## src/sv/spfd_pkg.sv

```systemverilog
// Package for the schema packet field decoder.
// Holds codec, status and phase codes, the result type and controller commands.
// No dependencies.
`default_nettype none
package spfd_pkg;

  localparam logic [7:0] MARK_COMPACT = 8'hFD;
  localparam logic [7:0] MARK_BATCH   = 8'hFC;
  localparam logic [15:0] DICT_LEN    = 16'hFFFF;

  localparam logic [1:0] REG_MSG_ID = 2'd0;
  localparam logic [1:0] REG_COUNT  = 2'd1;
  localparam logic [1:0] REG_CODECS = 2'd2;

  localparam logic [3:0] C_U8  = 4'd0;
  localparam logic [3:0] C_U16 = 4'd1;
  localparam logic [3:0] C_U32 = 4'd2;
  localparam logic [3:0] C_I8  = 4'd3;
  localparam logic [3:0] C_I16 = 4'd4;
  localparam logic [3:0] C_I32 = 4'd5;
  localparam logic [3:0] C_F32 = 4'd6;
  localparam logic [3:0] C_F64 = 4'd7;
  localparam logic [3:0] C_STR = 4'd8;
  localparam logic [3:0] C_BYT = 4'd9;

  localparam logic [2:0] ST_OK       = 3'd0;
  localparam logic [2:0] ST_SMALL    = 3'd1;
  localparam logic [2:0] ST_BATCH    = 3'd2;
  localparam logic [2:0] ST_MISMATCH = 3'd3;
  localparam logic [2:0] ST_BAD      = 3'd4;

  typedef enum logic [3:0] {
    PH_B0, PH_B1, PH_MODE, PH_BSIZE, PH_BMAP, PH_FIELD, PH_DICTID, PH_PAYLOAD,
    PH_DONE, PH_ERR
  } phase_t;

  typedef struct packed {
    logic        result_kind;
    logic [3:0]  field_index;
    logic [3:0]  field_codec;
    logic [63:0] field_value;
    logic [15:0] payload_offset;
    logic [15:0] payload_length;
    logic        is_dictionary_ref;
    logic [15:0] dictionary_id;
    logic [2:0]  status;
    logic        last_result;
  } result_t;

  typedef struct packed {
    logic byte_go;
    logic eop;
    logic adv_go;
  } dp_cmd_t;

  typedef struct packed {
    logic busy;
    logic adv_pending;
    logic emit;
  } dp_stat_t;

  function automatic logic [3:0] fixed_size(input logic [3:0] c);
    logic [3:0] s;
    begin
      case (c)
        C_U8, C_I8: s = 4'd1;
        C_U16, C_I16: s = 4'd2;
        C_U32, C_I32, C_F32: s = 4'd4;
        default: s = 4'd8;
      endcase
      return s;
    end
  endfunction

endpackage
`default_nettype wire

```

## src/sv/spfd_ctrl.sv

```systemverilog
// Controller: accepts items and sequences the datapath, one result per cycle while the output is free.
// Depends on spfd_pkg.
`default_nettype none
module spfd_ctrl import spfd_pkg::*; (
  input  wire logic     clk,
  input  wire logic     rst_n,
  input  wire logic     in_valid,
  output logic          in_ready,
  input  wire logic     in_eop,
  input  wire logic     out_free,
  input  dp_stat_t      stat,
  output dp_cmd_t       cmd
);
  typedef enum logic [2:0] {
    S_IDLE = 3'b001,
    S_ADV  = 3'b010,
    S_EOP  = 3'b100
  } cst_t;

  cst_t state_r, state_nxt;

  always_comb begin
    state_nxt = state_r;
    cmd = '0;
    in_ready = 1'b0;
    unique case (state_r)
      S_IDLE: begin
        in_ready = out_free;
        if (in_valid && out_free) begin
          cmd.byte_go = 1'b1;
          cmd.eop = in_eop;
          if (stat.adv_pending) state_nxt = S_ADV;
          else if (in_eop) state_nxt = S_EOP;
        end
      end
      S_ADV: begin
        if (out_free) begin
          cmd.adv_go = 1'b1;
          if (!stat.adv_pending) state_nxt = stat.busy ? S_EOP : S_IDLE;
        end
      end
      S_EOP: begin
        if (out_free) begin
          cmd.adv_go = 1'b1;
          state_nxt = S_IDLE;
        end
      end
      default: state_nxt = S_IDLE;
    endcase
  end

  always_ff @(posedge clk) begin
    if (!rst_n) state_r <= S_IDLE;
    else state_r <= state_nxt;
  end
endmodule
`default_nettype wire

```

## config.mk

```make
export PLATFORM = sky130hd
export DESIGN_NAME = spfd_ctrl
export DESIGN_NICKNAME = d
export VERILOG_FILES = /design/src/sv/spfd_pkg.sv /design/src/sv/spfd_ctrl.sv
export SDC_FILE = /design/constraint.sdc
export NUM_CORES = 1
export LEC_CHECK = 0
export BUFFER_PORTS_ARGS = -buffer_cell sky130_fd_sc_hd__buf_2
export CAP_MARGIN = 20
export CORE_AREA = 5 5 42 44
export CTS_CLUSTER_DIAMETER = 60
export DETAILED_ROUTE_END_ITERATION = 12
export DIE_AREA = 0 0 47 49
export GPL_ROUTABILITY_DRIVEN = 0
export GPL_TIMING_DRIVEN = 0
export PLACE_DENSITY = 0.44
export SETUP_SLACK_MARGIN = 0.4
export SLEW_MARGIN = 20
export SYNTH_ARGS = -nofsm -noshare
export SYNTH_HDL_FRONTEND = slang
export SYNTH_SLANG_ARGS = --single-unit
```

## constraint.sdc

```tcl
create_clock -name clk -period 1.35 [get_ports clk]
set_input_delay 0.2025 -clock clk [delete_from_list [all_inputs] [get_ports clk]]
set_output_delay 0.2025 -clock clk [all_outputs]
set_load 0.1 [all_outputs]
```

==> Yosys cells after proc, flatten, opt, wreduce, memory -nomap -nowiden <==
Cells that the tools add are included.
{ "word_totals": {"reg_bits": 3, "ramBits": 0, "input_bits": 8, "romBits": 0, "latch_bits": 0, "memories": 0, "word_cells": 25} }
{ "classes": {"order_cmp": 0, "bitwise": 0, "n_eq_ne": 8, "mul": 0, "n_div": 0, "mux": 13, "shift": 0, "n_addsub": 0, "reduce_logical": 3} }
{ "ops": {"columns": ["cell", "n"], "rows": [
  ["3-bit 2-to-1 mux", 7],
  ["3-bit one-hot mux with 3 select lines", 1],
  ["2-bit inequality test (second input constant)", 4],
  ["5-bit AND reduction", 1],
  ["2-bit 2-to-1 mux", 2],
  ["3-bit by 1-bit equality test with 1-bit output (second input constant)", 1],
  ["3-bit by 2-bit equality test with 1-bit output (second input constant)", 1],
  ["3-bit equality test (second input constant)", 1],
  ["1-bit 2-to-1 mux", 3],
  ["3-bit inequality test (second input constant)", 1],
  ["2-bit OR reduction", 1],
  ["1-bit logical AND", 1]
]} }

==> Longest topological paths before layout <==
{ "depth": {"word_depth": 4, "depth_mapped": 4} }

==> Worst setup path after synthesis <==
No wires, ideal clock.
{ "synth_timing": {"path_type": "register to output", "startpoint": "reg state_r[1]", "endpoint": "out cmd[0] in the netlist's numbering", "arrival_ps": 2727, "stages_incl_launch_ff": 4, "path_slack_ps": -1579, "required_time_ps": 1148, "cell_sequence": "dfxtp_1 -> buf_6 -> xnor2_1 -> nor3b_1"} }
{ "synth_lines": {"columns": ["item", "line", "source"], "rows": [
  ["start, declared", "spfd_ctrl.sv:20", "cst_t state_r, state_nxt;"],
  ["start signal, assigned", "spfd_ctrl.sv:54", "else state_r <= state_nxt;"],
  ["end, declared", "spfd_ctrl.sv:12", "output dp_cmd_t cmd"]
]} }

==> results.yml <==
cells_and_area:
  fill_cells: 158
  area_delta_synth_final_pct: 94.9
  final_util: 0.341
  drive_above_1_share: 0.659
  largest-register: "state_r"
  antenna_cells: 0
  largest_reg_flops: 3
  layout_common_cells: "buf_2, buf_12, buf_4"
  final_common_cell: "buf_2"
  reg_top3: "state_r x3"
  layout.nets: 53
routing:
  dr.pass1.iters: 3
  ant_nets: 0
  wl_per_cell_um: 11.7
  via_per_inst: 4.58
  post-route-drc-count: 0
  drt_wl_total_um: 702
  drt_iter0_markers: 3
  via_count: 275
sta:
  hold_ws_ps: 178
  finalSetupViolCount: 5
  max_slew_margin: 0.828
  fmax_mhz: 662
  finalSetupTns_ps: -443
  worstMarginPinSlew_ps: 256
  drv_slew: 0
  finalHoldViolCount: 0
  post-route-period-util: 1.12
  period_minus_slack_ps: 1510
  rsz0062_at_grt: "yes"
  worst_slack_ps: -161
  fin_worst_skew_ps: 0.294
clocking:
  numCtsBuffers: 3
  htreeDepth: 1
  cts_tree: "built"
  cts.sinks: 3
  cts_root_buffer: "clkbuf_4"
  cts_buffer_depth: 2
  clk_pin_slew_ps: 40
  cts_hold_buf: 0
  clock_latency_ps: 230
power:
  peakVddDrop_v: 0.000377
  p_leak_uw: 0.000197
  p_seq_frac: 0.256
  swShare: 0.313
  power_uw: 375
  internal-power_uw: 258
  clkPwrFrac: 0.408
  p_sw_uw: 117
  power_density_nw_per_um2: 785
  comb_power_share: 0.336
die:
  fp.coreArea_um2: 1400
  start_util: 0.175
  dieArea_um2: 2300
  die_h_um: 49
  io_pins: 12
  rows: 14
  die-width_um: 47
placed_design:
  place_hpwl_um: 485
  port_buffers: 10
  post-place-ws_ps: -163
worst_setup_path:
  cp_top_family: "simple AND/OR/NAND/NOR gates"
  critPathKind: "register to primary output"
  critPathMaxStageDelay_ps: 310
  critPathSlowestCell: "and4bb_4"
  path_max_fanout: 4
  cp_num_buf_inv: 2
  crit_arrival_ps: 1310
  critPathRequiredTime_ps: 1150
  cp-start-kind: "register"
  worstPathCellList: "buf_6, and4bb_4, and3_4, buf_12"
  setup.worst_path.end_class: "primary output"
synth:
  synth_seq_cells: 3
  yosysWarnings: 0
  syn_inst: 25
  synth_top_area_frac: 0.245
  synth.avg_cell_area_um2: 9.81
  synth_top_cell_by_area: "dfxtp_1"
  synthTopCellsByCount: "dfxtp_1, nand3b_1, nor3b_1"
  synth_most_common_cell: "dfxtp_1"
  async_reset_ff_frac: 0
  yosys-top-cells-area: "dfxtp_1, and4bb_4, nand3b_1, nor3b_1, and4bb_2"
  synth_edf_count: 0
  synth_ff_type: "dfxtp_1"
  synth_area_um2: 245
  yosysUniqueCellTypes: 21
  seq_area_frac_synth: 0.245
  syn_nets: 33
grt:
  grt_use_total: 0.0606
  antenna_found_initial: 0
  grt_pass1_vias: 263
  grt_overflow: 0
  grt_use_met1: 0.0769
  grt_pass1_wl_mm: 1.04
  top_usage_layer: "met2"
  grt.met2_usage: 0.0814
  met3_usage: 0.0221
  grt_max_degree: 10
outcome:
  violations: "setup timing"
  status: "finished with violations"
run:
  maxCapViolCount: 0
worst_hold_path:
  hp-class: "input port to register"
kinds of logic (layout without fill, tap and decap cells):
logic type / after synthesis / in the layout / share of synthesized area
simple gates: 14 / 14 / 0.490
compound gates: 6 / 6 / 0.184
flops: 3 / 3 / 0.245
xor+xnor: 1 / 1 / 0.0357
buf+inv: 1 / 20 / 0.0459
per-stage QoR:
step	area (um2)	cells
final	478	60
after global routing	478	60
after detailed placement	335	51
after floorplan	265	25
after global placement	335	51
after CTS	450	58
metal layers:
layer	wire [um]	share of wire
met1	314	0.45
met2	356	0.51
met3	31	0.044
met4	0	0
met5	0	0
cell type report:
class	instances	area, um2	share of cell area
buffer	1	11.3	0.0236
clock buffer	4	26.3	0.0550
multi-input combinational	21	204	0.427
sequential	3	65.1	0.136
tap	16	20.0	0.0419
timing repair buffer	15	151	0.317
power by group through the flow:
stage | registers, uW | clock network (uW) | logic (uW)
after detailed placement | 98.0 | 0 | 93.5
after global routing | 96.5 | 169 | 131
after floorplan | 96.9 | 0 | 71.6
after CTS | 96.9 | 162 | 123
final | 95.9 | 153 | 126
after global placement | 97.7 | 0 | 92.7
timing repair:
action | CTS | global route
gates resized for setup | 18 | 4
endpoints found under the setup margin | 7 | 7
pin swaps | 0 | 3
cloned | 0 | 0
buffers inserted | 3 | 2
final timing paths:
kind / startpoint / to / cells past startpoint / slack, ps
hold / removal: rst_n / state_r[0]$_SDFFE_PN1P_ / 2 / 180
setup / recovery: state_r[1]$_SDFFE_PN0P_ / cmd[1] / 4 / -160
hold reg to reg: state_r[2]$_SDFFE_PN0P_ / state_r[1]$_SDFFE_PN0P_ / 1 / 520
setup reg to reg: state_r[1]$_SDFFE_PN0P_ / state_r[0]$_SDFFE_PN1P_ / 6 / -20
No activity file was read; power rests on OpenSTA's default activity.
