<file path="config.mk">
export PLATFORM = sky130hd
export DESIGN_NAME = spfd_dp
export DESIGN_NICKNAME = d
export VERILOG_FILES = /design/src/sv/spfd_pkg.sv /design/src/sv/spfd_dp.sv
export SDC_FILE = /design/constraint.sdc
export NUM_CORES = 1
export LEC_CHECK = 0
export BUFFER_PORTS_ARGS = -buffer_cell sky130_fd_sc_hd__buf_2
export CORE_ASPECT_RATIO = 1.75
export CORE_MARGIN = 2
export CORE_UTILIZATION = 40
export CTS_BUF_LIST = sky130_fd_sc_hd__clkbuf_2 sky130_fd_sc_hd__clkbuf_4 sky130_fd_sc_hd__clkbuf_8
export DETAILED_ROUTE_END_ITERATION = 16
export SLEW_MARGIN = 20
export SYNTH_ARGS = -nofsm -noshare
export SYNTH_HDL_FRONTEND = slang
export SYNTH_SLANG_ARGS = --single-unit
</file>
<file path="constraint.sdc">
create_clock -name clk -period 7.2 [get_ports clk]
set_clock_uncertainty 0.1 [all_clocks]
set_input_delay 0.72 -clock clk [delete_from_list [all_inputs] [get_ports clk]]
set_output_delay 0.72 -clock clk [all_outputs]
set_load 0.05 [all_outputs]
</file>
<file path="src/sv/spfd_pkg.sv">
// Package for the schema packet field decoder.
// Holds codec, status and phase codes, the result type and controller commands.
// No dependencies.
`default_nettype none
package spfd_pkg;

  localparam logic [7:0] MARK_COMPACT = 8'hFD;
  localparam logic [7:0] MARK_BATCH   = 8'hFC;
  localparam logic [15:0] DICT_LEN    = 16'hFFFF;

  localparam logic [1:0] REG_MSG_ID = 2'd0;
  localparam logic [1:0] REG_COUNT  = 2'd1;
  localparam logic [1:0] REG_CODECS = 2'd2;

  localparam logic [3:0] C_U8  = 4'd0;
  localparam logic [3:0] C_U16 = 4'd1;
  localparam logic [3:0] C_U32 = 4'd2;
  localparam logic [3:0] C_I8  = 4'd3;
  localparam logic [3:0] C_I16 = 4'd4;
  localparam logic [3:0] C_I32 = 4'd5;
  localparam logic [3:0] C_F32 = 4'd6;
  localparam logic [3:0] C_F64 = 4'd7;
  localparam logic [3:0] C_STR = 4'd8;
  localparam logic [3:0] C_BYT = 4'd9;

  localparam logic [2:0] ST_OK       = 3'd0;
  localparam logic [2:0] ST_SMALL    = 3'd1;
  localparam logic [2:0] ST_BATCH    = 3'd2;
  localparam logic [2:0] ST_MISMATCH = 3'd3;
  localparam logic [2:0] ST_BAD      = 3'd4;

  typedef enum logic [3:0] {
    PH_B0, PH_B1, PH_MODE, PH_BSIZE, PH_BMAP, PH_FIELD, PH_DICTID, PH_PAYLOAD,
    PH_DONE, PH_ERR
  } phase_t;

  typedef struct packed {
    logic        result_kind;
    logic [3:0]  field_index;
    logic [3:0]  field_codec;
    logic [63:0] field_value;
    logic [15:0] payload_offset;
    logic [15:0] payload_length;
    logic        is_dictionary_ref;
    logic [15:0] dictionary_id;
    logic [2:0]  status;
    logic        last_result;
  } result_t;

  typedef struct packed {
    logic byte_go;
    logic eop;
    logic adv_go;
  } dp_cmd_t;

  typedef struct packed {
    logic busy;
    logic adv_pending;
    logic emit;
  } dp_stat_t;

  function automatic logic [3:0] fixed_size(input logic [3:0] c);
    logic [3:0] s;
    begin
      case (c)
        C_U8, C_I8: s = 4'd1;
        C_U16, C_I16: s = 4'd2;
        C_U32, C_I32, C_F32: s = 4'd4;
        default: s = 4'd8;
      endcase
      return s;
    end
  endfunction

endpackage
`default_nettype wire

</file>
<file path="src/sv/spfd_dp.sv">
// Datapath: packet state, field assembly and the advance walk over zeroed fields.
// Depends on spfd_pkg.
`default_nettype none
module spfd_dp import spfd_pkg::*; #(
  parameter int FIELD_SLOTS = 16,
  parameter int OFFSET_BITS = 16
) (
  input  wire logic        clk,
  input  wire logic        rst_n,
  input  wire logic [7:0]  in_byte,
  input  dp_cmd_t          cmd,
  input  wire logic [15:0] msg_id,
  input  wire logic [4:0]  fcount,
  input  wire logic [63:0] codecs,
  output dp_stat_t         stat,
  output result_t          res
);
  localparam logic [OFFSET_BITS-1:0] POS_MAX = '1;

  logic [OFFSET_BITS-1:0] pos_r, pos_nxt;
  logic [7:0]  first_r, first_nxt;
  phase_t      ph_r, ph_nxt;
  logic        cmp_r, cmp_nxt;
  logic [4:0]  cur_r, cur_nxt;
  logic [15:0] seen_r, seen_nxt;
  logic [63:0] val_r, val_nxt;
  logic [15:0] len_r, len_nxt;
  logic [15:0] bmap_r, bmap_nxt;
  logic [2:0]  err_r, err_nxt;
  logic        adv_r, adv_nxt;
  logic        eop_r, eop_nxt;

  logic [4:0]  live;
  logic [4:0]  need;
  logic [3:0]  c;
  logic [OFFSET_BITS-1:0] npos;
  logic [15:0] npos16;
  logic [63:0] v;
  logic [2:0]  st;
  logic        start_adv;
  logic        go;
  phase_t      fph;

  always_comb begin
    live = (fcount > 5'(FIELD_SLOTS)) ? 5'(FIELD_SLOTS) : fcount;
    need = (live + 5'd7) >> 3;
    c = codecs[{cur_r[3:0], 2'b00} +: 4];
    npos = (pos_r < POS_MAX) ? pos_r + 1'b1 : POS_MAX;
    npos16 = 16'(npos);
    fph = (ph_r == PH_MODE) ? PH_FIELD : ph_r;
  end

  always_comb begin
    pos_nxt = pos_r; first_nxt = first_r; ph_nxt = ph_r; cmp_nxt = cmp_r;
    cur_nxt = cur_r; seen_nxt = seen_r; val_nxt = val_r; len_nxt = len_r;
    bmap_nxt = bmap_r; err_nxt = err_r; adv_nxt = adv_r; eop_nxt = eop_r;
    res = '0;
    stat.emit = 1'b0;
    start_adv = 1'b0;
    go = 1'b0;
    v = '0;
    st = ST_BAD;
    if (cmd.byte_go) begin
      pos_nxt = npos;
      eop_nxt = cmd.eop;
      unique case (ph_r)
        PH_B0: begin first_nxt = in_byte; ph_nxt = PH_B1; end
        PH_B1: begin
          if (first_r == MARK_BATCH) begin err_nxt = ST_BATCH; ph_nxt = PH_ERR; end
          else if ({in_byte, first_r} != msg_id) begin
            err_nxt = ST_MISMATCH; ph_nxt = PH_ERR;
          end else ph_nxt = PH_MODE;
        end
        PH_MODE: begin
          if (in_byte == MARK_COMPACT) begin cmp_nxt = 1'b1; ph_nxt = PH_BSIZE; end
          else begin
            cmp_nxt = 1'b0; cur_nxt = '0;
            if (live == '0) begin err_nxt = ST_BAD; ph_nxt = PH_ERR; end
            else if (c > C_BYT) begin
              res.field_index = cur_r[3:0]; res.field_codec = c; stat.emit = 1'b1;
              err_nxt = ST_BAD; ph_nxt = PH_ERR;
            end else begin
              ph_nxt = PH_FIELD; go = 1'b1;
            end
          end
        end
        PH_BSIZE: begin
          if (in_byte != {3'b0, need}) begin err_nxt = ST_BAD; ph_nxt = PH_ERR; end
          else begin
            seen_nxt = '0; bmap_nxt = '0;
            if (need == '0) begin cur_nxt = '0; start_adv = 1'b1; ph_nxt = PH_DONE; end
            else ph_nxt = PH_BMAP;
          end
        end
        PH_BMAP: begin
          if (seen_r[0]) bmap_nxt[15:8] = in_byte;
          else bmap_nxt[7:0] = in_byte;
          seen_nxt = seen_r + 1'b1;
          if ({11'b0, need} <= seen_r + 1'b1) begin cur_nxt = '0; start_adv = 1'b1; end
        end
        PH_FIELD, PH_DICTID, PH_PAYLOAD: go = 1'b1;
        PH_DONE: begin err_nxt = ST_BAD; ph_nxt = PH_ERR; end
        default: ;
      endcase
      if (go) begin
        unique case (fph)
          PH_FIELD: begin
            if (c <= C_F64) begin
              val_nxt = val_r | (64'(in_byte) << {seen_r[2:0], 3'b000});
              seen_nxt = seen_r + 1'b1;
              if (seen_r + 1'b1 >= {12'b0, fixed_size(c)}) begin
                v = val_nxt;
                case (c)
                  C_I8:  v = {{56{v[7]}}, v[7:0]};
                  C_I16: v = {{48{v[15]}}, v[15:0]};
                  C_I32: v = {{32{v[31]}}, v[31:0]};
                  default: ;
                endcase
                res.field_index = cur_r[3:0]; res.field_codec = c; res.field_value = v;
                stat.emit = 1'b1;
                cur_nxt = cur_r + 1'b1; start_adv = 1'b1;
              end
            end else if (seen_r == '0) begin
              len_nxt = {8'b0, in_byte}; seen_nxt = 16'd1;
            end else begin
              len_nxt = {in_byte, len_r[7:0]}; seen_nxt = '0;
              if (c == C_STR && len_nxt == DICT_LEN) begin
                val_nxt = '0; ph_nxt = PH_DICTID;
              end else if (len_nxt == '0) begin
                res.field_index = cur_r[3:0]; res.field_codec = c;
                res.payload_offset = npos16; stat.emit = 1'b1;
                cur_nxt = cur_r + 1'b1; start_adv = 1'b1;
              end else begin
                val_nxt = 64'(npos); ph_nxt = PH_PAYLOAD;
              end
            end
          end
          PH_DICTID: begin
            if (seen_r == '0) begin val_nxt = 64'(in_byte); seen_nxt = 16'd1; end
            else begin
              res.field_index = cur_r[3:0]; res.field_codec = c;
              res.is_dictionary_ref = 1'b1; res.dictionary_id = {in_byte, val_r[7:0]};
              stat.emit = 1'b1;
              cur_nxt = cur_r + 1'b1; start_adv = 1'b1;
            end
          end
          PH_PAYLOAD: begin
            seen_nxt = seen_r + 1'b1;
            if (seen_nxt >= len_r) begin
              res.field_index = cur_r[3:0]; res.field_codec = c;
              res.payload_offset = val_r[15:0]; res.payload_length = len_r;
              stat.emit = 1'b1;
              cur_nxt = cur_r + 1'b1; start_adv = 1'b1;
            end
          end
          default: ;
        endcase
      end
      if (start_adv) begin
        seen_nxt = '0; val_nxt = '0; len_nxt = '0; adv_nxt = 1'b1;
        ph_nxt = PH_FIELD;
      end
    end else if (cmd.adv_go && adv_r) begin
      // One step of the walk: emit a zeroed field, flag a bad codec, or settle on the next phase.
      if (cur_r >= live) begin
        adv_nxt = 1'b0;
        ph_nxt = PH_DONE;
      end else if (c > C_BYT) begin
        res.field_index = cur_r[3:0]; res.field_codec = c; stat.emit = 1'b1;
        adv_nxt = 1'b0; err_nxt = ST_BAD; ph_nxt = PH_ERR;
      end else if (cmp_r && c <= C_F64 && bmap_r[cur_r[3:0]]) begin
        res.field_index = cur_r[3:0]; res.field_codec = c; stat.emit = 1'b1;
        cur_nxt = cur_r + 1'b1;
      end else begin
        adv_nxt = 1'b0; ph_nxt = PH_FIELD;
      end
    end else if (cmd.adv_go && eop_r) begin
      unique case (ph_r)
        PH_ERR: st = err_r;
        PH_B0, PH_B1: st = ST_SMALL;
        PH_MODE: st = (live == '0) ? ST_OK : ST_BAD;
        PH_DONE: st = ST_OK;
        default: st = ST_BAD;
      endcase
      res.result_kind = 1'b1; res.status = st; res.last_result = 1'b1;
      stat.emit = 1'b1;
      pos_nxt = '0; first_nxt = '0; ph_nxt = PH_B0; cmp_nxt = 1'b0; cur_nxt = '0;
      seen_nxt = '0; val_nxt = '0; len_nxt = '0; bmap_nxt = '0; err_nxt = ST_OK;
      eop_nxt = 1'b0;
    end
    stat.adv_pending = adv_nxt;
    stat.busy = eop_nxt;
  end

  always_ff @(posedge clk) begin
    if (!rst_n) begin
      pos_r <= '0; first_r <= '0; ph_r <= PH_B0; cmp_r <= 1'b0; cur_r <= '0;
      seen_r <= '0; val_r <= '0; len_r <= '0; bmap_r <= '0; err_r <= ST_OK;
      adv_r <= 1'b0; eop_r <= 1'b0;
    end else begin
      pos_r <= pos_nxt; first_r <= first_nxt; cmp_r <= cmp_nxt; cur_r <= cur_nxt;
      seen_r <= seen_nxt; val_r <= val_nxt; len_r <= len_nxt; bmap_r <= bmap_nxt;
      adv_r <= adv_nxt; eop_r <= eop_nxt;
      ph_r <= ph_nxt; err_r <= err_nxt;
    end
  end
endmodule
`default_nettype wire

</file>
After elaboration in Yosys (flattened, before gate mapping)
Cells that the tools add are included.

Reduce and logical (&&, ||, !) cells: 29. Magnitude comparators: 9. Mux-type cells: 190. Shift-type cells: 2. Equality and inequality tests: 47. $add $sub $neg: 4. Bitwise operators: 1.

Operators with widths (count): $mux W64 (12); $mux W16 (23); $pmux W64 S3 (1); $mux W8 (21); $pmux W64 S2 (1); $mux W121 (1); $mux W113 (1); $mux W4 (28); $pmux W16 S2 (3); $mux W5 (19); $mux W72 (1); $or A64 B64 Y64 (1); $shiftx A64 B7 Y4 (1); $shl A8 B6 Y64 (1); $mux W1 (52); $pmux W16 S3 (1); $eq A4 B3 Y1 const B (10); $mux W17 (2); $mux W3 (11); $add A16 B1 Y16 const B (2); $logic_not A16 Y1 (2); $mux W32 (1); $pmux W5 S3 (2); $pmux W3 S4 (2); 47 further kinds (83).

Register bits: 151. Logic and storage cells: 296. Output and inout bits: 129. Input bits: 98.

Logic depth before layout (Yosys ltp)
Depth after elaboration: 17. Depth in mapped cells: 20. Depth with buffers taken out: 14.

Worst setup path after synthesis
Ideal clock, no wire load.

Kind: input port to output port. Start point: input port codecs[51]. End point: output port stat[1] in the netlist's numbering. Path buffers: 4. Data required time: 6.380 ns. Stages on the path: 18. Arrival: 4.886 ns. Path slack: 1.494 ns. Cell sequence: mux2_1 or3_1 a41oi_1 nor2_1 clkbuf_1 clkbuf_1 nor4b_1 ha_1 nand2b_1 a21o_1 a21o_1 a211oi_1 a211oi_2 o41ai_4 buf_4 nand2_1 a22o_1 buf_4.

Longest elaborated chain between the ends: 16. Elaborated cells on any way between the ends: 41. Those cells by class: order compare: 3; eq/ne: 7; shift: 1; mux: 23; reduce/logical: 7.

RTL lines: start, declared (line spfd_dp.sv:14) `input wire logic [63:0] codecs,`; $shiftx A64 B7 Y4 (*) (line spfd_dp.sv:47) `c = codecs[{cur_r[3:0], 2'b00} +: 4];`; $eq A4 B3 Y1, or another cell as far along (line spfd_pkg.sv:65) `case (c)`; $reduce_or A3 Y1 or $reduce_or A2 Y1 (tied branches) (line spfd_pkg.sv:65); $pmux W4 S3 (line spfd_pkg.sv:65); $mux W4 (line spfd_dp.sv:108) `if (c <= C_F64) begin`; $mux W4 (line spfd_dp.sv:106) `unique case (fph)`; $mux W4 (line spfd_dp.sv:105) `if (go) begin`; $mux W4 (line spfd_dp.sv:63) `if (cmd.byte_go) begin`; $ge A16 B4 Y1 (line spfd_dp.sv:111) `if (seen_r + 1'b1 >= {12'b0, fixed_size(c)}) begin`; $mux W1 (line spfd_dp.sv:111); $mux W1 (line spfd_dp.sv:108); $pmux W1 S3 (line spfd_dp.sv:106); $mux W1 (line spfd_dp.sv:105); $mux W1 (line spfd_dp.sv:63); $mux W1 (line spfd_dp.sv:159) `if (start_adv) begin`; $mux W1 (*) (line spfd_dp.sv:63); end, declared (line spfd_dp.sv:15) `output dp_stat_t stat,`.

Every way passes the cells marked *; elsewhere a longest branch is shown, timed or not. The select of a mux whose other input is x is not followed.

==> impl_results.md <==
* Outcome: finished, final reports clean
* Clock slew at reported path FFs at 0.08 ns
* Routed Antenna Nets at 0
* Ports at 227
* Post-synthesis instance total at 1454
* Port Buf Inserts at 226
* Initial DRT Pass Iterations at 5
* Core ar. at 0.0280 mm²
* Dpl cells at 1932
* Fin. Hold Viols at 0
* Reg2reg end: val_r[8]
* Final-report setup violation count at 0
* Max VDD drop at 102 µV
* RSZ-0062 raised after global routing: no
* XOR/XNOR Fraction of Synth Area at 2.99%
* Root buf cell: clkbuf_8
* Fin. max-slew vios at 0
* Clock sinks at 151
* Register area share after synthesis at 26.5%
* Worst hold margin at 0.380 ns
* Avg Cell Area, Syn at 7.85 µm²
* HPWL Detailed at 30300 µm
* Routed wire per std cell at 21.4 µm
* Setup crit start: cur_r[2]
* Reg2Reg Launch Point: cur_r[2]
* Cts bufs inserted at 17
* Initial antenna violation count at 1
* Synth Area in Simple Gates at 24.3%
* Combinational family with the most area after synthesis: compound AO/OA/AOI/OAI gates
* Deepest clock path buffer count at 2
* Post-Synth Adder-Cell Area at 3.40%
* CTS tree: built
* Worst-path fanout max at 35
* Reg2reg setup slack at 1.69 ns
* Hold WC Path Type: reg -> reg
* Buf+Inv Stages, Crit Path at 4
* Worst r2r path cells at 16
* Cell Count, Final, Fillers Out at 1963
* Max Fclk at 0.158 GHz
* PwrDens at 139 mW/mm²
* Worst setup SP type: flip-flop
* Worst-margin pin slew at 1.15 ns
* Cts hold-fix bufs at 0
* Clk_lat worst skew at 0.50 ns
* Drc violations at 0
* DRT iter0 DRCs at 964
* Cts repair resizes at 0
* Fin nets at 1707
* Via count at 12101
* Element type at the critical path end: primary output
* Mux cell area share after synthesis at 6.90%
* First-pass GRT wire length at 65100 µm
* Worst endpoint required time at 6.38 ns
* Stages on worst setup path at 17
* Worst setup path class: reg -> out
* Commonest non-fill, non-tap cells in the layout: 226 x buf_2, 151 x dfxtp_1, 132 x a21oi_1, 128 x nor2_1, 102 x nand2_1
* Die width at 132 µm
* Commonest non-fill, non-tap cell in the layout: buf_2
* Crit path cell chain: inv_1 -> or3_1 -> a41oi_1 -> nor2_2 -> buf_4 -> nor4b_1 -> ha_1 -> nand2b_1 -> a21o_1 -> a21o_1 -> a211oi_1 -> a211oi_2 -> nand2_1 -> buf_4 -> a21o_4 -> a21oi_1 -> buf_2
* Sum of negative setup slack at 0 ns
* FFs w/ async S/R, synth at 0%
* # diodes at 0
* Period utilization at 88.1%
* Number of flops mapped to enable cells by yosys at 0
* H-tree lvl count at 4
* Initial Util at 40.8%
* Routed vias/inst at 6.16
* Pin count of the biggest net entering global routing at 79
* Max Cap Violations at 0
* CP Capture Point: res[101]
* Post-synth cell types at 90
* Die Ht at 227 µm
* Post-Syn Area at 0.0114 mm²
* Total Wirelength at 42100 µm
* Complex-gate fraction of the synthesized area at 28.6%
* Critical-path top delay cell: dfxtp_1
* Ys Warns at 0
* Layout cell share with drive strength beyond 1 at 24.3%
* Post-Syn Nets at 1583
* Die ar. at 0.0299 mm²
* WP data arrival at 5.52 ns
* Min-Delay Path Depth at 2
* # rows at 81
* Gr usage total at 27.6%
* Tmin final at 6.34 ns
* LEAKAGE at 5.16 nW
* Main synth FF type: dfxtp_1
* GRT overflow at 0
* Crit path max-delay family: compound AO/OA/AOI/OAI gates
* Number of global-route vias before repair at 11532
* Synth Register Bits at 151
* Area grow syn2layout at 13.3%
* GP Congestion at 0.984
* Post-CTS Setup Repair Bufs at 0
* CP max stage delay at 0.69 ns
* Relative slew slack at 22.8%
layout make-up:
class / count / area [µm²]
sequential: 151 / 3020
clock inverter: 8 / 73.8
inverter: 45 / 170
tap: 373 / 467
clock buffer: 23 / 298
timing repair buffer: 248 / 1300
multi-input combinational: 1115 / 7600
fill: 2881 / 15000
cell families (layout without fill, tap and decap cells):
group           after synthesis  in the layout
fa+ha+maj                    31             31
simple gates                522            522
flops                       151            151
buf+inv                     188            324
compound gates              467            467
xor+xnor                     39             39
mux                          56             56
state kept, by name, indices dropped and copies added, names as in the netlist:
signal / flops
ph_r: 4
len_r: 16
cmp_r: 1
adv_r: 1
seen_r: 16
val_r: 64
cur_r: 5
pos_r: 16
eop_r: 1
err_r: 3
bmap_r: 16
first_r: 8
power by group:
part | internal (mW) | total, mW | switching [mW]
Sequential | 0.844 | 0.859 | 0.0153
Combinational | 0.0907 | 0.293 | 0.202
Clock | 0.308 | 0.645 | 0.337
cells in the mapped netlist, drive strengths merged, types with 4 or more instances:
cell type	number	area, µm²
a21oi	157	872
dfxtp	151	3020
nor2	130	490
nand2	105	399
clkbuf	102	387
nor3	73	521
and3	58	363
o21ai	53	269
inv	45	169
a31oi	44	282
a41oi	42	368
buf	41	284
nand3	35	175
a22oi	34	260
mux2i	34	340
ha	31	388
and2	28	178
o32ai	23	201
xor2	22	193
nor2b	20	125
nand4	19	125
o211ai	18	140
mux4	17	390
xnor2	17	149
nor4	13	96.3
nand2b	11	68.8
o41ai	11	115
a21o	10	82.6
a211oi	9	72.6
or3	9	56.3
a22o	8	70.1
a2bb2oi	6	52.6
o21a	6	45.0
a2111oi	5	43.8
a21boi	5	37.5
and4	5	43.8
mux2	5	56.3
nor3b	4	30.0
o22ai	4	25.0
per-stage QoR:
step / cell area, µm² / util, % / worst slack (ns) / power (mW)
floorplan: 11400 / - / 1.49 / 1.07
global placement: 12500 / 44.9 / 1.32 / 1.16
detailed placement: 12500 / 44.9 / 1.26 / 1.16
CTS: 12900 / 46.2 / 0.812 / 1.81
global route: 12900 / 46.2 / 0.468 / 1.87
finish: 12900 / 46.2 / 0.858 / 1.80
per-layer routing:
| layer | GRT usage (%) | share of wire (%) | vias up |
|---|---|---|---|
| met4 | 14.7 | 4.5 | 2 |
| met3 | 5.10 | 6.7 | 111 |
| li1 | - | - | 5678 |
| met2 | 48.1 | 49 | 543 |
| met5 | 0 | 0.026 | - |
| met1 | 32.3 | 39 | 5767 |
worst register-to-register path, stage by stage (launching register included):
cell,delay (ns)
dfxtp_1,0.69
inv_1,0.22
or3_1,0.42
a41oi_1,0.50
nor2_2,0.08
buf_4,0.26
nor4b_1,0.34
ha_1,0.28
nand2b_1,0.14
a21o_1,0.17
a21o_1,0.17
a211oi_1,0.32
a211oi_2,0.20
o41ai_4,0.39
buf_4,0.35
nand3_1,0.40
o32ai_1,0.39
how the worst min path moves through the flow:
stage / slack [ns] / start / to
floorplan: 0.34 / len_r[8] / len_r[8]
global placement: 0.36 / val_r[9] / val_r[9]
detailed placement: 0.37 / val_r[15] / val_r[15]
CTS: 0.38 / val_r[15] / val_r[15]
global route: 0.40 / val_r[9] / val_r[9]
finish: 0.38 / val_r[15] / val_r[15]
Note: power is estimated with default switching activity, not from simulation.
